===== config.mk =====
export PLATFORM = sky130hd
export DESIGN_NAME = multi_channel_liveness_watchdog_flat
export DESIGN_NICKNAME = d
export VERILOG_FILES = /design/src/sv/mclw_pkg.sv /design/src/sv/mclw_if.sv /design/src/sv/mclw_ram.sv /design/src/sv/mclw_ctrl.sv /design/src/sv/mclw_dpath.sv /design/src/sv/multi_channel_liveness_watchdog.sv /design/src/flat_wrapper.sv
export SDC_FILE = /design/constraint.sdc
export NUM_CORES = 2
export LEC_CHECK = 0
export BUFFER_PORTS_ARGS = -buffer_cell sky130_fd_sc_hd__buf_2
export CAP_MARGIN = 20
export CORE_MARGIN = 4
export CORE_UTILIZATION = 63
export CTS_CLUSTER_SIZE = 12
export DETAILED_ROUTE_END_ITERATION = 10
export PLACE_DENSITY_LB_ADDON = 0.1
export SLEW_MARGIN = 20
export SYNTH_ARGS = -nofsm -noshare
export SYNTH_HDL_FRONTEND = slang
export SYNTH_MEMORY_MAX_BITS = 65536
export SYNTH_SLANG_ARGS = --single-unit

===== constraint.sdc =====
create_clock -name clk -period 17 [get_ports clk]
set_input_delay 1.7 -clock clk [delete_from_list [all_inputs] [get_ports clk]]
set_output_delay 1.7 -clock clk [all_outputs]
set_load 0.02 [all_outputs]

===== src/sv/mclw_pkg.sv =====
// ----------------------------------------------------------------------------
// mclw_pkg
// Shared types and codes of the multi-channel liveness watchdog.
// ----------------------------------------------------------------------------
`default_nettype none

package mclw_pkg;

    // Event opcodes.
    localparam logic [3:0] OP_INIT    = 4'd0;
    localparam logic [3:0] OP_BEAT    = 4'd1;
    localparam logic [3:0] OP_PROG    = 4'd2;
    localparam logic [3:0] OP_REPORT  = 4'd3;
    localparam logic [3:0] OP_DONE    = 4'd4;
    localparam logic [3:0] OP_ALIVE   = 4'd5;
    localparam logic [3:0] OP_EXITED  = 4'd6;
    localparam logic [3:0] OP_RESPAWN = 4'd7;
    localparam logic [3:0] OP_SWEEP   = 4'd8;

    // Stall codes.
    localparam logic [2:0] ST_NONE     = 3'd0;
    localparam logic [2:0] ST_DEADLINE = 3'd1;
    localparam logic [2:0] ST_NOPROG   = 3'd2;
    localparam logic [2:0] ST_CHILD    = 3'd3;
    localparam logic [2:0] ST_REPEAT   = 3'd4;

    // Worker states.
    localparam logic [1:0] WK_UNKNOWN    = 2'd0;
    localparam logic [1:0] WK_ALIVE      = 2'd1;
    localparam logic [1:0] WK_EXITED     = 2'd2;
    localparam logic [1:0] WK_RESTARTING = 2'd3;

    // Configuration register indexes.
    localparam logic [2:0] CFG_TICK    = 3'd0;
    localparam logic [2:0] CFG_DEADL   = 3'd1;
    localparam logic [2:0] CFG_QUIET   = 3'd2;
    localparam logic [2:0] CFG_RSTEN   = 3'd3;
    localparam logic [2:0] CFG_CAP     = 3'd4;
    localparam logic [2:0] CFG_WINDOW  = 3'd5;

    localparam int NOW_W = 48;

    // Commands from the controller to the datapath.
    typedef struct packed {
        logic capture;
        logic exec;
    } cmd_t;

endpackage

`default_nettype wire


===== src/sv/mclw_if.sv =====
// ----------------------------------------------------------------------------
// mclw_if
// Event, result and configuration channels of the watchdog.
// ----------------------------------------------------------------------------
`default_nettype none

interface mclw_evt_if;
    logic        valid;
    logic        ready;
    logic [3:0]  opcode;
    logic [3:0]  channel;
    logic [47:0] now_us;
    logic signed [63:0] marker;
    logic [2:0]  reason;
    logic        respawn_ok;

    modport source (output valid, opcode, channel, now_us, marker, reason, respawn_ok,
                    input ready);
    modport sink (input valid, opcode, channel, now_us, marker, reason, respawn_ok,
                  output ready);
endinterface

interface mclw_res_if;
    logic        valid;
    logic        ready;
    logic [3:0]  channel_out;
    logic        status;
    logic        tick_due;
    logic        respawn_request;
    logic        stall_fired;
    logic [2:0]  stall_code;
    logic [1:0]  worker_state_out;
    logic [31:0] restart_total;
    logic [31:0] heartbeat_total;

    modport source (output valid, channel_out, status, tick_due, respawn_request,
                    stall_fired, stall_code, worker_state_out, restart_total,
                    heartbeat_total, input ready);
    modport sink (input valid, channel_out, status, tick_due, respawn_request,
                  stall_fired, stall_code, worker_state_out, restart_total,
                  heartbeat_total, output ready);
endinterface

interface mclw_cfg_if;
    logic        valid;
    logic        ready;
    logic [2:0]  index;
    logic [31:0] data;

    modport source (output valid, index, data, input ready);
    modport sink (input valid, index, data, output ready);
endinterface

`default_nettype wire


===== src/sv/mclw_ram.sv =====
// ----------------------------------------------------------------------------
// mclw_ram
// Generic single-write, single-read RAM with registered read data.
// ----------------------------------------------------------------------------
`default_nettype none

module mclw_ram #(
    parameter int WIDTH = 8,
    parameter int DEPTH = 16
) (
    input  wire logic                                          clk,
    input  wire logic                                          we,
    input  wire logic [((DEPTH > 1) ? $clog2(DEPTH) : 1)-1:0] waddr,
    input  wire logic [WIDTH-1:0]                              wdata,
    input  wire logic                                          re,
    input  wire logic [((DEPTH > 1) ? $clog2(DEPTH) : 1)-1:0] raddr,
    output logic      [WIDTH-1:0]                              rdata
);
    logic [WIDTH-1:0] mem [DEPTH];

    // Write port and registered read port.
    always_ff @(posedge clk)
    begin
        if (we)
        begin
            mem[waddr] <= wdata;
        end
        if (re)
        begin
            rdata <= mem[raddr];
        end
    end
endmodule

`default_nettype wire


===== src/sv/mclw_ctrl.sv =====
// ----------------------------------------------------------------------------
// mclw_ctrl
// Controller: sequences read and update of one channel entry per event and
// owns the event and result handshakes.
// ----------------------------------------------------------------------------
`default_nettype none

module mclw_ctrl (
    input  wire logic          clk,
    input  wire logic          rst_n,
    input  wire logic          evt_valid,
    output logic               evt_ready,
    output logic               res_valid,
    input  wire logic          res_ready,
    output mclw_pkg::cmd_t     cmd
);
    typedef enum logic {IDLE, EXEC} state_t;

    state_t state_reg, state_next;
    logic   res_valid_reg, res_valid_next;

    // Accept only when idle and the result register is free by the next edge.
    assign evt_ready   = (state_reg == IDLE) && (!res_valid_reg || res_ready);
    assign cmd.capture = evt_valid && evt_ready;
    assign cmd.exec    = (state_reg == EXEC);
    assign res_valid   = res_valid_reg;

    // Next state and result valid.
    always_comb
    begin
        state_next     = state_reg;
        res_valid_next = res_valid_reg;
        if (res_valid_reg && res_ready)
        begin
            res_valid_next = 1'b0;
        end
        case (state_reg)
            IDLE:
            begin
                if (cmd.capture)
                begin
                    state_next = EXEC;
                end
            end
            EXEC:
            begin
                state_next     = IDLE;
                res_valid_next = 1'b1;
            end
            default:
            begin
                state_next = IDLE;
            end
        endcase
    end

    // State and registered outputs.
    always_ff @(posedge clk or negedge rst_n)
    begin
        if (!rst_n)
        begin
            state_reg     <= IDLE;
            res_valid_reg <= 1'b0;
        end
        else
        begin
            state_reg     <= state_next;
            res_valid_reg <= res_valid_next;
        end
    end
endmodule

`default_nettype wire


===== src/sv/mclw_dpath.sv =====
// ----------------------------------------------------------------------------
// mclw_dpath
// Datapath: configuration registers, channel table, per-event update logic
// and the result register.
// ----------------------------------------------------------------------------
`default_nettype none

module mclw_dpath #(
    parameter int CHANNELS  = 16,
    parameter int TIME_BITS = 48
) (
    input  wire logic           clk,
    input  wire logic           rst_n,
    input  wire mclw_pkg::cmd_t cmd,
    mclw_evt_if.sink            evt,
    mclw_cfg_if.sink            cfg,
    mclw_res_if.source          res
);
    localparam int AW    = (CHANNELS > 1) ? $clog2(CHANNELS) : 1;
    localparam int TB    = TIME_BITS;
    localparam int REC_W = 3 * TB + 142;
    localparam logic [8:0] CH_LIM = 9'(CHANNELS);

    // Configuration registers.
    logic [31:0] tick_reg, deadl_reg, quiet_reg, window_reg;
    logic        rsten_reg;
    logic [7:0]  cap_reg;

    assign cfg.ready = 1'b1;

    always_ff @(posedge clk or negedge rst_n)
    begin
        if (!rst_n)
        begin
            tick_reg   <= '0;
            deadl_reg  <= '0;
            quiet_reg  <= '0;
            rsten_reg  <= 1'b0;
            cap_reg    <= 8'd1;
            window_reg <= '0;
        end
        else if (cfg.valid)
        begin
            case (cfg.index)
                mclw_pkg::CFG_TICK:   tick_reg   <= cfg.data;
                mclw_pkg::CFG_DEADL:  deadl_reg  <= cfg.data;
                mclw_pkg::CFG_QUIET:  quiet_reg  <= cfg.data;
                mclw_pkg::CFG_RSTEN:  rsten_reg  <= cfg.data[0];
                mclw_pkg::CFG_CAP:    cap_reg    <= cfg.data[7:0];
                mclw_pkg::CFG_WINDOW: window_reg <= cfg.data;
                default: ;
            endcase
        end
    end

    // Captured event.
    logic [3:0]  op_q, chan_q;
    logic [47:0] now_q;
    logic [63:0] marker_q;
    logic [2:0]  reason_q;
    logic        ok_q;

    always_ff @(posedge clk)
    begin
        if (cmd.capture)
        begin
            op_q     <= evt.opcode;
            chan_q   <= evt.channel;
            now_q    <= evt.now_us;
            marker_q <= evt.marker;
            reason_q <= evt.reason;
            ok_q     <= evt.respawn_ok;
        end
    end

    // Channel table: valid bits in flops, the rest of the entry in RAM.
    logic [CHANNELS-1:0] chv_reg;
    logic [REC_W-1:0]    rd_data, wr_data;
    logic                we;
    logic [AW-1:0]       idx;

    assign idx = AW'(chan_q);

    mclw_ram #(.WIDTH(REC_W), .DEPTH(CHANNELS)) u_table (
        .clk   (clk),
        .we    (we),
        .waddr (idx),
        .wdata (wr_data),
        .re    (cmd.capture),
        .raddr (AW'(evt.channel)),
        .rdata (rd_data)
    );

    logic          r_done, n_done;
    logic [TB-1:0] r_lbt, n_lbt, r_ptm, n_ptm, r_wst, n_wst;
    logic [63:0]   r_pval, n_pval;
    logic [2:0]    r_stl, n_stl;
    logic [1:0]    r_wk, n_wk;
    logic [7:0]    r_wr, n_wr, wr_eff, cap_eff;
    logic [31:0]   r_rc, n_rc, r_bc, n_bc;

    assign {r_done, r_lbt, r_pval, r_ptm, r_stl, r_wk, r_wst, r_wr, r_rc, r_bc} = rd_data;
    assign wr_data = {n_done, n_lbt, n_pval, n_ptm, n_stl, n_wk, n_wst, n_wr, n_rc, n_bc};

    logic          in_range, valid, live, handled, set_valid;
    logic          tick, resp, fired;
    logic [2:0]    code;
    logic [TB-1:0] now_t, el_beat, el_prog, el_win;

    assign in_range = (9'(chan_q) < CH_LIM);
    assign valid    = in_range && chv_reg[idx];
    assign live     = valid && !r_done;
    assign now_t    = TB'(now_q);
    assign el_beat  = now_t - r_lbt;
    assign el_prog  = now_t - r_ptm;
    assign el_win   = now_t - r_wst;
    assign cap_eff  = (cap_reg == 8'd0) ? 8'd1 : cap_reg;

    // Entry update and result for the captured event.
    always_comb
    begin
        n_done = r_done; n_lbt = r_lbt; n_pval = r_pval; n_ptm = r_ptm;
        n_stl = r_stl; n_wk = r_wk; n_wst = r_wst; n_wr = r_wr;
        n_rc = r_rc; n_bc = r_bc;
        wr_eff = r_wr;
        tick = 1'b0; resp = 1'b0; fired = 1'b0; code = mclw_pkg::ST_NONE;
        handled = 1'b0; set_valid = 1'b0;
        case (op_q)
            mclw_pkg::OP_INIT:
            begin
                if (in_range)
                begin
                    handled = 1'b1; set_valid = 1'b1;
                    n_done = 1'b0; n_lbt = now_t; n_ptm = now_t; n_wst = now_t;
                    n_pval = '0; n_stl = mclw_pkg::ST_NONE;
                    n_wk = mclw_pkg::WK_UNKNOWN; n_wr = '0; n_rc = '0; n_bc = '0;
                end
            end
            mclw_pkg::OP_BEAT:
            begin
                if (live)
                begin
                    handled = 1'b1;
                    n_lbt = now_t;
                    n_bc  = r_bc + 32'd1;
                    if (r_stl == mclw_pkg::ST_DEADLINE || r_stl == mclw_pkg::ST_CHILD)
                    begin
                        n_stl = mclw_pkg::ST_NONE;
                    end
                end
            end
            mclw_pkg::OP_PROG:
            begin
                if (live)
                begin
                    handled = 1'b1;
                    if (marker_q != r_pval)
                    begin
                        n_pval = marker_q;
                        n_ptm  = now_t;
                        if (r_stl == mclw_pkg::ST_NOPROG)
                        begin
                            n_stl = mclw_pkg::ST_NONE;
                        end
                    end
                end
            end
            mclw_pkg::OP_REPORT:
            begin
                if (live)
                begin
                    handled = 1'b1;
                    if (reason_q inside {[3'd1:3'd4]} && r_stl == mclw_pkg::ST_NONE)
                    begin
                        n_stl = reason_q; fired = 1'b1; code = reason_q;
                    end
                end
            end
            mclw_pkg::OP_DONE:
            begin
                if (live)
                begin
                    handled = 1'b1;
                    n_stl = mclw_pkg::ST_NONE; n_lbt = now_t; n_done = 1'b1;
                end
            end
            mclw_pkg::OP_ALIVE, mclw_pkg::OP_EXITED:
            begin
                if (valid)
                begin
                    handled = 1'b1;
                    n_wk = (op_q == mclw_pkg::OP_ALIVE) ? mclw_pkg::WK_ALIVE
                                                        : mclw_pkg::WK_EXITED;
                end
            end
            mclw_pkg::OP_RESPAWN:
            begin
                if (valid)
                begin
                    handled = 1'b1;
                    if (r_wk == mclw_pkg::WK_RESTARTING)
                    begin
                        if (ok_q)
                        begin
                            if (r_wr != 8'hFF)
                            begin
                                n_wr = r_wr + 8'd1;
                            end
                            n_rc = r_rc + 32'd1;
                        end
                        else
                        begin
                            n_wk = mclw_pkg::WK_EXITED;
                        end
                    end
                end
            end
            mclw_pkg::OP_SWEEP:
            begin
                if (live)
                begin
                    handled = 1'b1;
                    // Periodic tick.
                    if (tick_reg != '0 && el_beat >= TB'(tick_reg))
                    begin
                        tick = 1'b1; n_lbt = now_t; n_bc = r_bc + 32'd1;
                    end
                    // Bounded restart policy with window roll.
                    if (rsten_reg && r_wk == mclw_pkg::WK_EXITED &&
                        r_stl != mclw_pkg::ST_REPEAT)
                    begin
                        if (window_reg != '0 && el_win > TB'(window_reg))
                        begin
                            n_wst = now_t; n_wr = '0; wr_eff = '0;
                        end
                        if (wr_eff >= cap_eff)
                        begin
                            if (r_stl == mclw_pkg::ST_NONE)
                            begin
                                n_stl = mclw_pkg::ST_REPEAT; fired = 1'b1;
                                code = mclw_pkg::ST_REPEAT;
                            end
                        end
                        else
                        begin
                            n_wk = mclw_pkg::WK_RESTARTING; resp = 1'b1;
                        end
                    end
                    // Deadline and no-progress stalls; a fresh tick restamps the beat.
                    if (n_stl == mclw_pkg::ST_NONE)
                    begin
                        if (deadl_reg != '0 && !tick && el_beat >= TB'(deadl_reg))
                        begin
                            n_stl = mclw_pkg::ST_DEADLINE; fired = 1'b1;
                            code = mclw_pkg::ST_DEADLINE;
                        end
                        else if (quiet_reg != '0 && el_prog >= TB'(quiet_reg))
                        begin
                            n_stl = mclw_pkg::ST_NOPROG; fired = 1'b1;
                            code = mclw_pkg::ST_NOPROG;
                        end
                    end
                end
            end
            default: ;
        endcase
        we = cmd.exec && handled;
    end

    // Valid bits.
    always_ff @(posedge clk or negedge rst_n)
    begin
        if (!rst_n)
        begin
            chv_reg <= '0;
        end
        else if (cmd.exec && set_valid)
        begin
            chv_reg[idx] <= 1'b1;
        end
    end

    // Result register.
    always_ff @(posedge clk)
    begin
        if (cmd.exec)
        begin
            res.channel_out      <= chan_q;
            res.status           <= !handled;
            res.tick_due         <= handled && tick;
            res.respawn_request  <= handled && resp;
            res.stall_fired      <= handled && fired;
            res.stall_code       <= handled ? code : mclw_pkg::ST_NONE;
            res.worker_state_out <= handled ? n_wk : mclw_pkg::WK_UNKNOWN;
            res.restart_total    <= handled ? n_rc : 32'd0;
            res.heartbeat_total  <= handled ? n_bc : 32'd0;
        end
    end
endmodule

`default_nettype wire


===== src/sv/multi_channel_liveness_watchdog.sv =====
// ----------------------------------------------------------------------------
// multi_channel_liveness_watchdog
// Per-channel liveness watchdog with tick, restart policy and stall detection.
// ----------------------------------------------------------------------------
//  Channel  Direction  Handshake     Contents
//  evt      in         valid/ready   opcode, channel, now_us, marker, reason, ok
//  res      out        valid/ready   one result per event
//  cfg      in         valid/ready   register index and 32-bit write data
//
//  Each event is handled in two steps: the channel entry is read from the
//  table RAM, then it is computed, written back and the result register loaded.
//  The table RAM's single read and write port sets these two steps.
//  Events are held off while a result waits and cannot be replaced in time.
//  Reset initialises the config registers, valid bits and handshake state; no
//  clearing pass runs. Configuration writes are taken in every cycle.
// ----------------------------------------------------------------------------
`default_nettype none

module multi_channel_liveness_watchdog #(
    parameter int CHANNELS  = 16,
    parameter int TIME_BITS = 48
) (
    input  wire logic  clk,
    input  wire logic  rst_n,
    mclw_evt_if.sink   evt,
    mclw_res_if.source res,
    mclw_cfg_if.sink   cfg
);
    mclw_pkg::cmd_t cmd;

    mclw_ctrl u_ctrl (
        .clk       (clk),
        .rst_n     (rst_n),
        .evt_valid (evt.valid),
        .evt_ready (evt.ready),
        .res_valid (res.valid),
        .res_ready (res.ready),
        .cmd       (cmd)
    );

    mclw_dpath #(.CHANNELS(CHANNELS), .TIME_BITS(TIME_BITS)) u_dpath (
        .clk   (clk),
        .rst_n (rst_n),
        .cmd   (cmd),
        .evt   (evt),
        .cfg   (cfg),
        .res   (res)
    );

    // An accepted event yields its result once the EXEC state has loaded it.
    a_result_latency: assert property (@(posedge clk) disable iff (!rst_n)
        (evt.valid && evt.ready) |=> ##1 res.valid)
        else $error("result did not follow an accepted event");

    // No second event while one is in work.
    a_one_in_work: assert property (@(posedge clk) disable iff (!rst_n)
        (evt.valid && evt.ready) |=> !evt.ready)
        else $error("event accepted while busy");

    // A fired stall carries a code.
    a_fired_code: assert property (@(posedge clk) disable iff (!rst_n)
        (res.valid && res.stall_fired) |-> (res.stall_code != mclw_pkg::ST_NONE))
        else $error("stall fired without a code");

    // An ignored event reports nothing else.
    a_ignored_clean: assert property (@(posedge clk) disable iff (!rst_n)
        (res.valid && res.status) |->
            (!res.tick_due && !res.respawn_request && !res.stall_fired))
        else $error("ignored event reported activity");
endmodule

`default_nettype wire

===== src/flat_wrapper.sv =====
// flat-port wrapper written by rule: the top's interface ports become plain ports
module multi_channel_liveness_watchdog_flat 
#(
    parameter int CHANNELS  = 16,
    parameter int TIME_BITS = 48
)
  (clk, rst_n, evt_valid, evt_opcode, evt_channel, evt_now_us, evt_marker, evt_reason, evt_respawn_ok, evt_ready, res_valid, res_channel_out, res_status, res_tick_due, res_respawn_request, res_stall_fired, res_stall_code, res_worker_state_out, res_restart_total, res_heartbeat_total, res_ready, cfg_valid, cfg_index, cfg_data, cfg_ready);
  mclw_evt_if evt_i ();
  mclw_res_if res_i ();
  mclw_cfg_if cfg_i ();
  input  wire logic clk;
  input  wire logic rst_n;
  input wire logic [$bits(evt_i.valid)-1:0] evt_valid;
  input wire logic [$bits(evt_i.opcode)-1:0] evt_opcode;
  input wire logic [$bits(evt_i.channel)-1:0] evt_channel;
  input wire logic [$bits(evt_i.now_us)-1:0] evt_now_us;
  input wire logic [$bits(evt_i.marker)-1:0] evt_marker;
  input wire logic [$bits(evt_i.reason)-1:0] evt_reason;
  input wire logic [$bits(evt_i.respawn_ok)-1:0] evt_respawn_ok;
  output wire logic [$bits(evt_i.ready)-1:0] evt_ready;
  output wire logic [$bits(res_i.valid)-1:0] res_valid;
  output wire logic [$bits(res_i.channel_out)-1:0] res_channel_out;
  output wire logic [$bits(res_i.status)-1:0] res_status;
  output wire logic [$bits(res_i.tick_due)-1:0] res_tick_due;
  output wire logic [$bits(res_i.respawn_request)-1:0] res_respawn_request;
  output wire logic [$bits(res_i.stall_fired)-1:0] res_stall_fired;
  output wire logic [$bits(res_i.stall_code)-1:0] res_stall_code;
  output wire logic [$bits(res_i.worker_state_out)-1:0] res_worker_state_out;
  output wire logic [$bits(res_i.restart_total)-1:0] res_restart_total;
  output wire logic [$bits(res_i.heartbeat_total)-1:0] res_heartbeat_total;
  input wire logic [$bits(res_i.ready)-1:0] res_ready;
  input wire logic [$bits(cfg_i.valid)-1:0] cfg_valid;
  input wire logic [$bits(cfg_i.index)-1:0] cfg_index;
  input wire logic [$bits(cfg_i.data)-1:0] cfg_data;
  output wire logic [$bits(cfg_i.ready)-1:0] cfg_ready;
  assign evt_i.valid = evt_valid;
  assign evt_i.opcode = evt_opcode;
  assign evt_i.channel = evt_channel;
  assign evt_i.now_us = evt_now_us;
  assign evt_i.marker = evt_marker;
  assign evt_i.reason = evt_reason;
  assign evt_i.respawn_ok = evt_respawn_ok;
  assign evt_ready = evt_i.ready;
  assign res_valid = res_i.valid;
  assign res_channel_out = res_i.channel_out;
  assign res_status = res_i.status;
  assign res_tick_due = res_i.tick_due;
  assign res_respawn_request = res_i.respawn_request;
  assign res_stall_fired = res_i.stall_fired;
  assign res_stall_code = res_i.stall_code;
  assign res_worker_state_out = res_i.worker_state_out;
  assign res_restart_total = res_i.restart_total;
  assign res_heartbeat_total = res_i.heartbeat_total;
  assign res_i.ready = res_ready;
  assign cfg_i.valid = cfg_valid;
  assign cfg_i.index = cfg_index;
  assign cfg_i.data = cfg_data;
  assign cfg_ready = cfg_i.ready;
  multi_channel_liveness_watchdog #(.CHANNELS(CHANNELS), .TIME_BITS(TIME_BITS)) u_core (.clk(clk), .rst_n(rst_n), .evt(evt_i), .res(res_i), .cfg(cfg_i));
endmodule

# Word level (Yosys, flattened, before mapping)
# Memory sizes are Yosys's and may differ from the RTL's. A register that Yosys moved wholly into a read port is not among the register bits.
# Index checks and enable logic that the tools add are counted.
dict set report classes {
  addsub 6
  n_lt_le_gt_ge 9
  eq_ne 21
  n_mux 106
  bitwise 2
  n_reduce_logical 45
}
# operator n
set op_table {}
lappend op_table {{$mux 48} 8}
lappend op_table {{$mux 32} 6}
lappend op_table {{$pmux 48 s2} 2}
lappend op_table {{$ge 48x32->1} 3}
lappend op_table {{$pmux 48 s3} 1}
lappend op_table {{$sub 48x48->48} 3}
lappend op_table {{$mux 64} 2}
lappend op_table {{$pmux 64 s2} 1}
lappend op_table {{$reduce_bool 32->1} 4}
lappend op_table {{$pmux 32 s3} 1}
lappend op_table {{$mux 8} 11}
lappend op_table {{$mux 3} 26}
lappend op_table {{$add 32x1->32 const B} 2}
lappend op_table {{$ne 64x64->1} 1}
lappend op_table {{$pmux 32 s2} 1}
lappend op_table {{$gt 48x32->1} 1}
lappend op_table {{$mux 1} 29}
lappend op_table {{$pmux 8 s3} 1}
lappend op_table {{$logic_and 1x1->1} 19}
lappend op_table {{$pmux 3 s6} 1}
lappend op_table {{$eq 4x3->1 const B} 4}
lappend op_table {{$mux 2} 8}
lappend op_table {{$or 16x16->16} 1}
lappend op_table {{$eq 3x2->1 const B} 4}
lappend op_table {{31 further kinds} 49}
dict set report totals {
  reg_bits 356
  ram_bits 4576
  in_bits 164
  wordCells 214
  mem_count 1
}
# name depth word_bits read_ports rd_clocked_by_memory_dff wr line_no
set mem_list {}
lappend mem_list {u_core.u_dpath.u_table.mem 16 286 1 1 1 mclw_ram.sv:19} ;# logic [WIDTH-1:0] mem [DEPTH];

# Logic depth before layout (Yosys ltp)
dict set report logic_depth {
  depth_word 17
  mapped_depth 38
  ltp_nobuf 37
}

# Worst setup path before layout
# No wires, ideal clock.
dict set report synth_path {
  path_kind {register to register}
  from {reg u_core.u_ctrl.state_reg}
  to {mem u_core.u_dpath.u_table.mem[0][0] (netlist bit), enable pin}
  setup_ps 940
  arrival_ps 14368
  t_required_ps 16060
  path_slack_ps 1693
  path_stages_with_launch 3
  path_cell_list {dfrtp_1 or3b_2 nor2_1}
}
dict set report synth_via {
  elab_chain_len 3
}
# element line_no
set synth_rtl {}
lappend synth_rtl {{from (decl)} mclw_ctrl.sv:19} ;# state_t state_reg, state_next;
lappend synth_rtl {{from (signal assigned)} mclw_ctrl.sv:67} ;# state_reg <= state_next;
lappend synth_rtl {{$logic_and 1x1->1} mclw_dpath.sv:267} ;# we = cmd.exec && handled;
lappend synth_rtl {{$mux 1} mclw_ram.sv:24} ;# if (we)
lappend synth_rtl {{$mux 1 (not written as such)} mclw_ram.sv:26} ;# mem[waddr] <= wdata;
lappend synth_rtl {{to (decl)} mclw_ram.sv:19}
# No other way between the ends.

# Final worst setup path
dict set report layout_path {
  from {reg u_core.u_dpath.now_q[1]}
  to {mem u_core.u_dpath.u_table.mem[14][122] (netlist bit), data pin}
}
dict set report layout_via {
  elab_chain_len 17
  word_cells_on_any_way 31
  classes_between {3 x add/sub; 5 x order compare; 16 x mux; 7 x reduce/logical}
}
# element line_no
set layout_rtl {}
lappend layout_rtl {{from (decl)} mclw_dpath.sv:58} ;# logic [47:0] now_q;
lappend layout_rtl {{from (signal assigned)} mclw_dpath.sv:69} ;# now_q <= evt.now_us;
lappend layout_rtl {{$sub 48x48->48} mclw_dpath.sv:116} ;# assign el_win = now_t - r_wst;
lappend layout_rtl {{$gt 48x32->1} mclw_dpath.sv:232} ;# if (window_reg != '0 && el_win > TB'(window_reg))
lappend layout_rtl {{$logic_and 1x1->1} mclw_dpath.sv:232}
lappend layout_rtl {{$mux 8} mclw_dpath.sv:232}
lappend layout_rtl {{$mux 8} mclw_dpath.sv:229} ;# if (rsten_reg && r_wk == mclw_pkg::WK_EXITED &&
lappend layout_rtl {{$mux 8} mclw_dpath.sv:220} ;# if (live)
lappend layout_rtl {{$mux 8} mclw_dpath.sv:128} ;# case (op_q)
lappend layout_rtl {{$ge 8x8->1} mclw_dpath.sv:236} ;# if (wr_eff >= cap_eff)
lappend layout_rtl {{[2 not listed]} --}
lappend layout_rtl {{$mux 3} mclw_dpath.sv:220}
lappend layout_rtl {{$mux 3} mclw_dpath.sv:128}
lappend layout_rtl {{$mux 3} mclw_dpath.sv:257} ;# else if (quiet_reg != '0 && el_prog >= TB'(quiet_reg))
lappend layout_rtl {{$mux 3} mclw_dpath.sv:252} ;# if (deadl_reg != '0 && !tick && el_beat >= TB'(deadl_reg))
lappend layout_rtl {{$mux 3 *} mclw_dpath.sv:250} ;# if (n_stl == mclw_pkg::ST_NONE)
lappend layout_rtl {{$mux 3 *} mclw_dpath.sv:220}
lappend layout_rtl {{$pmux 3 s6 *} mclw_dpath.sv:128}
lappend layout_rtl {{via u_core.u_dpath.n_stl[0]} mclw_dpath.sv:97} ;# logic [2:0] r_stl, n_stl;
# Mark *: on every way through the listed nets, which the timed path passes. The rest lies on a longest branch. The select of a mux whose other input is x is not followed.

==> summary.txt <==
Floorplanning
  • # IOs: 244
  • Die X: 589 um
  • Core area: 0.334 mm^2
  • Site Rows: 212
  • Initial Utilization: 0.635
  • Total die area: 0.346 mm^2
  • Die Ht: 589 um

Routing
  • DRT Wirelength: 564 mm
  • Routed met2 length: 273 mm
  • DR pass1 iterations: 9
  • Top sig layer: met5
  • DRT met1 WL: 219 mm
  • DR vias: between 100k and 150k
  • Routed length on met3: 52.4 mm
  • # DRC: 3
  • Average wire per standard cell: 35.4 um
  • Vias/cell: 7.02
  • Initial DRC count: roughly 16000
  • Antenna viol nets, final: 0

Logic synthesis
  • Synth Instances: 10600
  • Number of enable flip-flop cells after synthesis: between 5000 and 6000
  • Cells taking the most area after synthesis: edfxtp_1 (72%), mux4_2 (15%), dfrtp_1 (1.8%)
  • Post-Syn Area per Cell: ~20 um^2
  • Number of synthesized register bits: around 5200
  • Syn nets: 11000
  • Register area share after synthesis: 0.734
  • Post-synth cell types: 101
  • Main synth FF type: edfxtp_1
  • Synth top area share: 0.716
  • FFs w/ async S/R, synth: 0.0297
  • Mapped Area: 0.212 mm^2
  • Cell accounting for the most synthesized area: edfxtp_1
  • Yosys warnings: 0

Global routing
  • Pin count of the biggest net entering global routing: 139
  • Initial antenna violation count: 48
  • Overall Global Routing Usage: 0.326
  • Gr ovfl total: 0
  • Number of global-route vias before repair: 111000
  • Global-route wire length before repair: between 800 and 900 mm

Finish
  • Reg with most FFs: u_core.u_dpath.u_table.mem
  • Layout Cells excl Fill: 15900
  • Largest regs: u_core.u_dpath.u_table.mem x4576, u_core.u_dpath.u_table.rdata x286, u_core.u_dpath.marker_q x64
  • Layout cells sized above 1: 0.244
  • Synth-to-Final Area Change: 11.2%
  • Max FFs per register: around 4600
  • Nets: 11500

Critical path
  • Critical path's most frequent cell: a21o_1
  • CP max FO: 16
  • Critical path's slowest cell: o21ai_1
  • Setup CP Type: flop to flop
  • Largest stage delay, worst path: 0.71 ns
  • Worst EP arrival: 9.51 ns
  • CP endpoint kind: flop
  • Cells on worst reg2reg path: 37
  • Req. time, crit path: 17.66 ns
  • Critical path startpoint category: flop

Clock tree
  • CTS Buffer Depth: 4
  • TritonCTS clock tree: yes
  • H-tree levels: 6
  • CTS-repair resized insts: 0
  • Clock buffer count from CTS: ~540
  • Post-CTS Setup Repair Bufs: 0
  • Later-pin clock latency in the skew report: between 1 and 1.5 ns
  • CTS root buffer: clkbuf_16
  • Clk slew on worst S/H paths: 0.06 ns
  • Post-CTS Hold Buffers: 0
  • Sink Count: around 5200

Timing
  • Fin crit share: 0.520
  • Slew HR: 0.223
  • Final Max Tran Viols: 0
  • Setup tns final: 0 ns
  • Clock Skew: 0.0477 ns
  • Max Freq: 113 MHz
  • Final hold vios: 0
  • Endpoints failing setup: 0
  • RSZ-0062 raised after global routing: false
  • Slew @ Worst Pin: roughly 1.2 ns
  • Setup WS post-layout: 8.15 ns
  • Final min period: 8.85 ns

Outcome
  • Failing checks: design-rule violations
  • Status: complete, but fails checks

Power and ir drop
  • LEAKAGE: 0.0768 uW
  • Maximum VDD drop: 0.0000965 V
  • Power Density: approximately 120 mW/mm^2

Place
  • GPL Wtd Cong: 1.00
  • Pre-CTS setup slack: 8.43 ns
  • HPWL Detailed: roughly 320 mm
  • # placed instances: ~15000
  • Port-buffer cells: 242

Min path
  • Hold crit path type: flop to flop
  • Hold Path Cell Cnt: 1

Flow run
  • Max-cap violations: 0
[logic make-up (layout without fill, tap and decap cells)]
| family | count (synthesis) | in the layout | share of synthesized area |
|---|---|---|---|
| AO/OA/AOI/OAI | 1283 | 1283 | 0.0401 |
| other | 1 | 20 | 0.0000177 |
| adder cells (fa/ha/maj) | 283 | 283 | 0.0168 |
| multiplexers | 1603 | 1603 | 0.159 |
| AND/OR/NAND/NOR | 1162 | 1162 | 0.0272 |
| flip-flops | 5218 | 5218 | 0.734 |
| XOR/XNOR | 188 | 188 | 0.00775 |
| buffers and inverters | 831 | 1661 | 0.0153 |
[power breakdown]
part           total, uW  leakage (uW)  switching, uW  internal, uW
logic               2510        0.0213           1600           907
clock network      11000       0.00783           4760          6240
registers          14700        0.0476            195         14500
[metrics by stage]
step	instance area (um^2)	power (uW)	utilization	hold slack, ns
final	236000	28200	0.706	0.456
after global routing	236000	29200	0.706	0.473
after CTS	236000	28300	0.705	0.455
after detailed placement	220000	17400	0.657	0.443
after global placement	220000	17400	0.657	0.432
after floorplan	212000	16600	-	0.423
[placed cells by master (no fill, tap or decap), types with 35 or more instances in the layout]
master     Yosys  routed
a211oi_1      66      66
a21o_1        92      92
a21oi_1      335     333
a221oi_1      39      39
a22o_1       131     131
and2_1        65      64
and3_1        35      35
buf_2         11     237
buf_4          4     211
clkbuf_1     365     144
clkbuf_16      0     562
clkinv_1       0      62
dfrtp_1      154     153
edfxtp_1    5063    5063
ha_1         280     280
inv_1        322     322
mux2_2       124     124
mux2i_1       59      55
mux4_2      1395    1395
nand2_1      359     355
nand3_1       94      94
nand4_1      111     111
nor2_1       212     192
nor2b_1       62      61
nor3_1        60      60
nor4_1        57      57
o211ai_1      35      35
o21ai_0      282     279
xnor2_1      133     133
xor2_1        55      54
[critical path: cells and delay by family, from the launching register on]
family          cells  cell delay, ns
buf+inv             1            0.26
xor+xnor            1            0.15
fa+ha+maj           3            0.92
flops               1            0.59
compound gates     20            4.74
simple gates       12            1.81
[worst paths after layout]
kind	start	endpoint	slack, ns
setup / recovery	u_core.u_dpath.now_q[1]$_DFFE_PP_	u_core.u_dpath.u_table.mem[14][122]$_DFFE_PP_	8.15
hold / removal	u_core.u_dpath.chv_reg[9]$_DFFE_PN0P_	u_core.u_dpath.chv_reg[9]$_DFFE_PN0P_	0.46
setup reg to reg	u_core.u_dpath.now_q[1]$_DFFE_PP_	u_core.u_dpath.u_table.mem[14][122]$_DFFE_PP_	8.15
hold reg to reg	u_core.u_dpath.chv_reg[9]$_DFFE_PN0P_	u_core.u_dpath.chv_reg[9]$_DFFE_PN0P_	0.46
max in group asynchronous	rst_n	u_core.u_dpath.quiet_reg[11]$_DFFE_PN0P_	14.35
min in group asynchronous	rst_n	u_core.u_dpath.chv_reg[3]$_DFFE_PN0P_	0.60
[area by class of cell]
class / instances / area (um^2)
diodes: 19 / 47.5
flip-flops and latches: 5218 / 156000
inverters: 322 / 1210
clock buffers: 717 / 14800
well taps: 4494 / 5620
clock inverters: 142 / 1390
repair buffers: 480 / 3360
multi-input cells: 4520 / 53800
fillers: 20100 / 98400
[synth_stat cells (111+ instances only)]
cell / count
buf_1: 115
nor2_1: 212
clkbuf_1: 365
xnor2_1: 133
a21oi_1: 335
nand4_1: 111
a22o_1: 131
mux4_2: 1395
edfxtp_1: 5063
o21ai_0: 282
ha_1: 280
mux2_2: 124
inv_1: 322
nand2_1: 359
dfrtp_1: 154
[metal layers]
layer  GRT usage  vias up
met4       0.104       30
met3      0.0516     1033
met2       0.514     6703
met1       0.481    59000
li1            -    44900
met5           0        -
(Power assumes the default switching activity.)
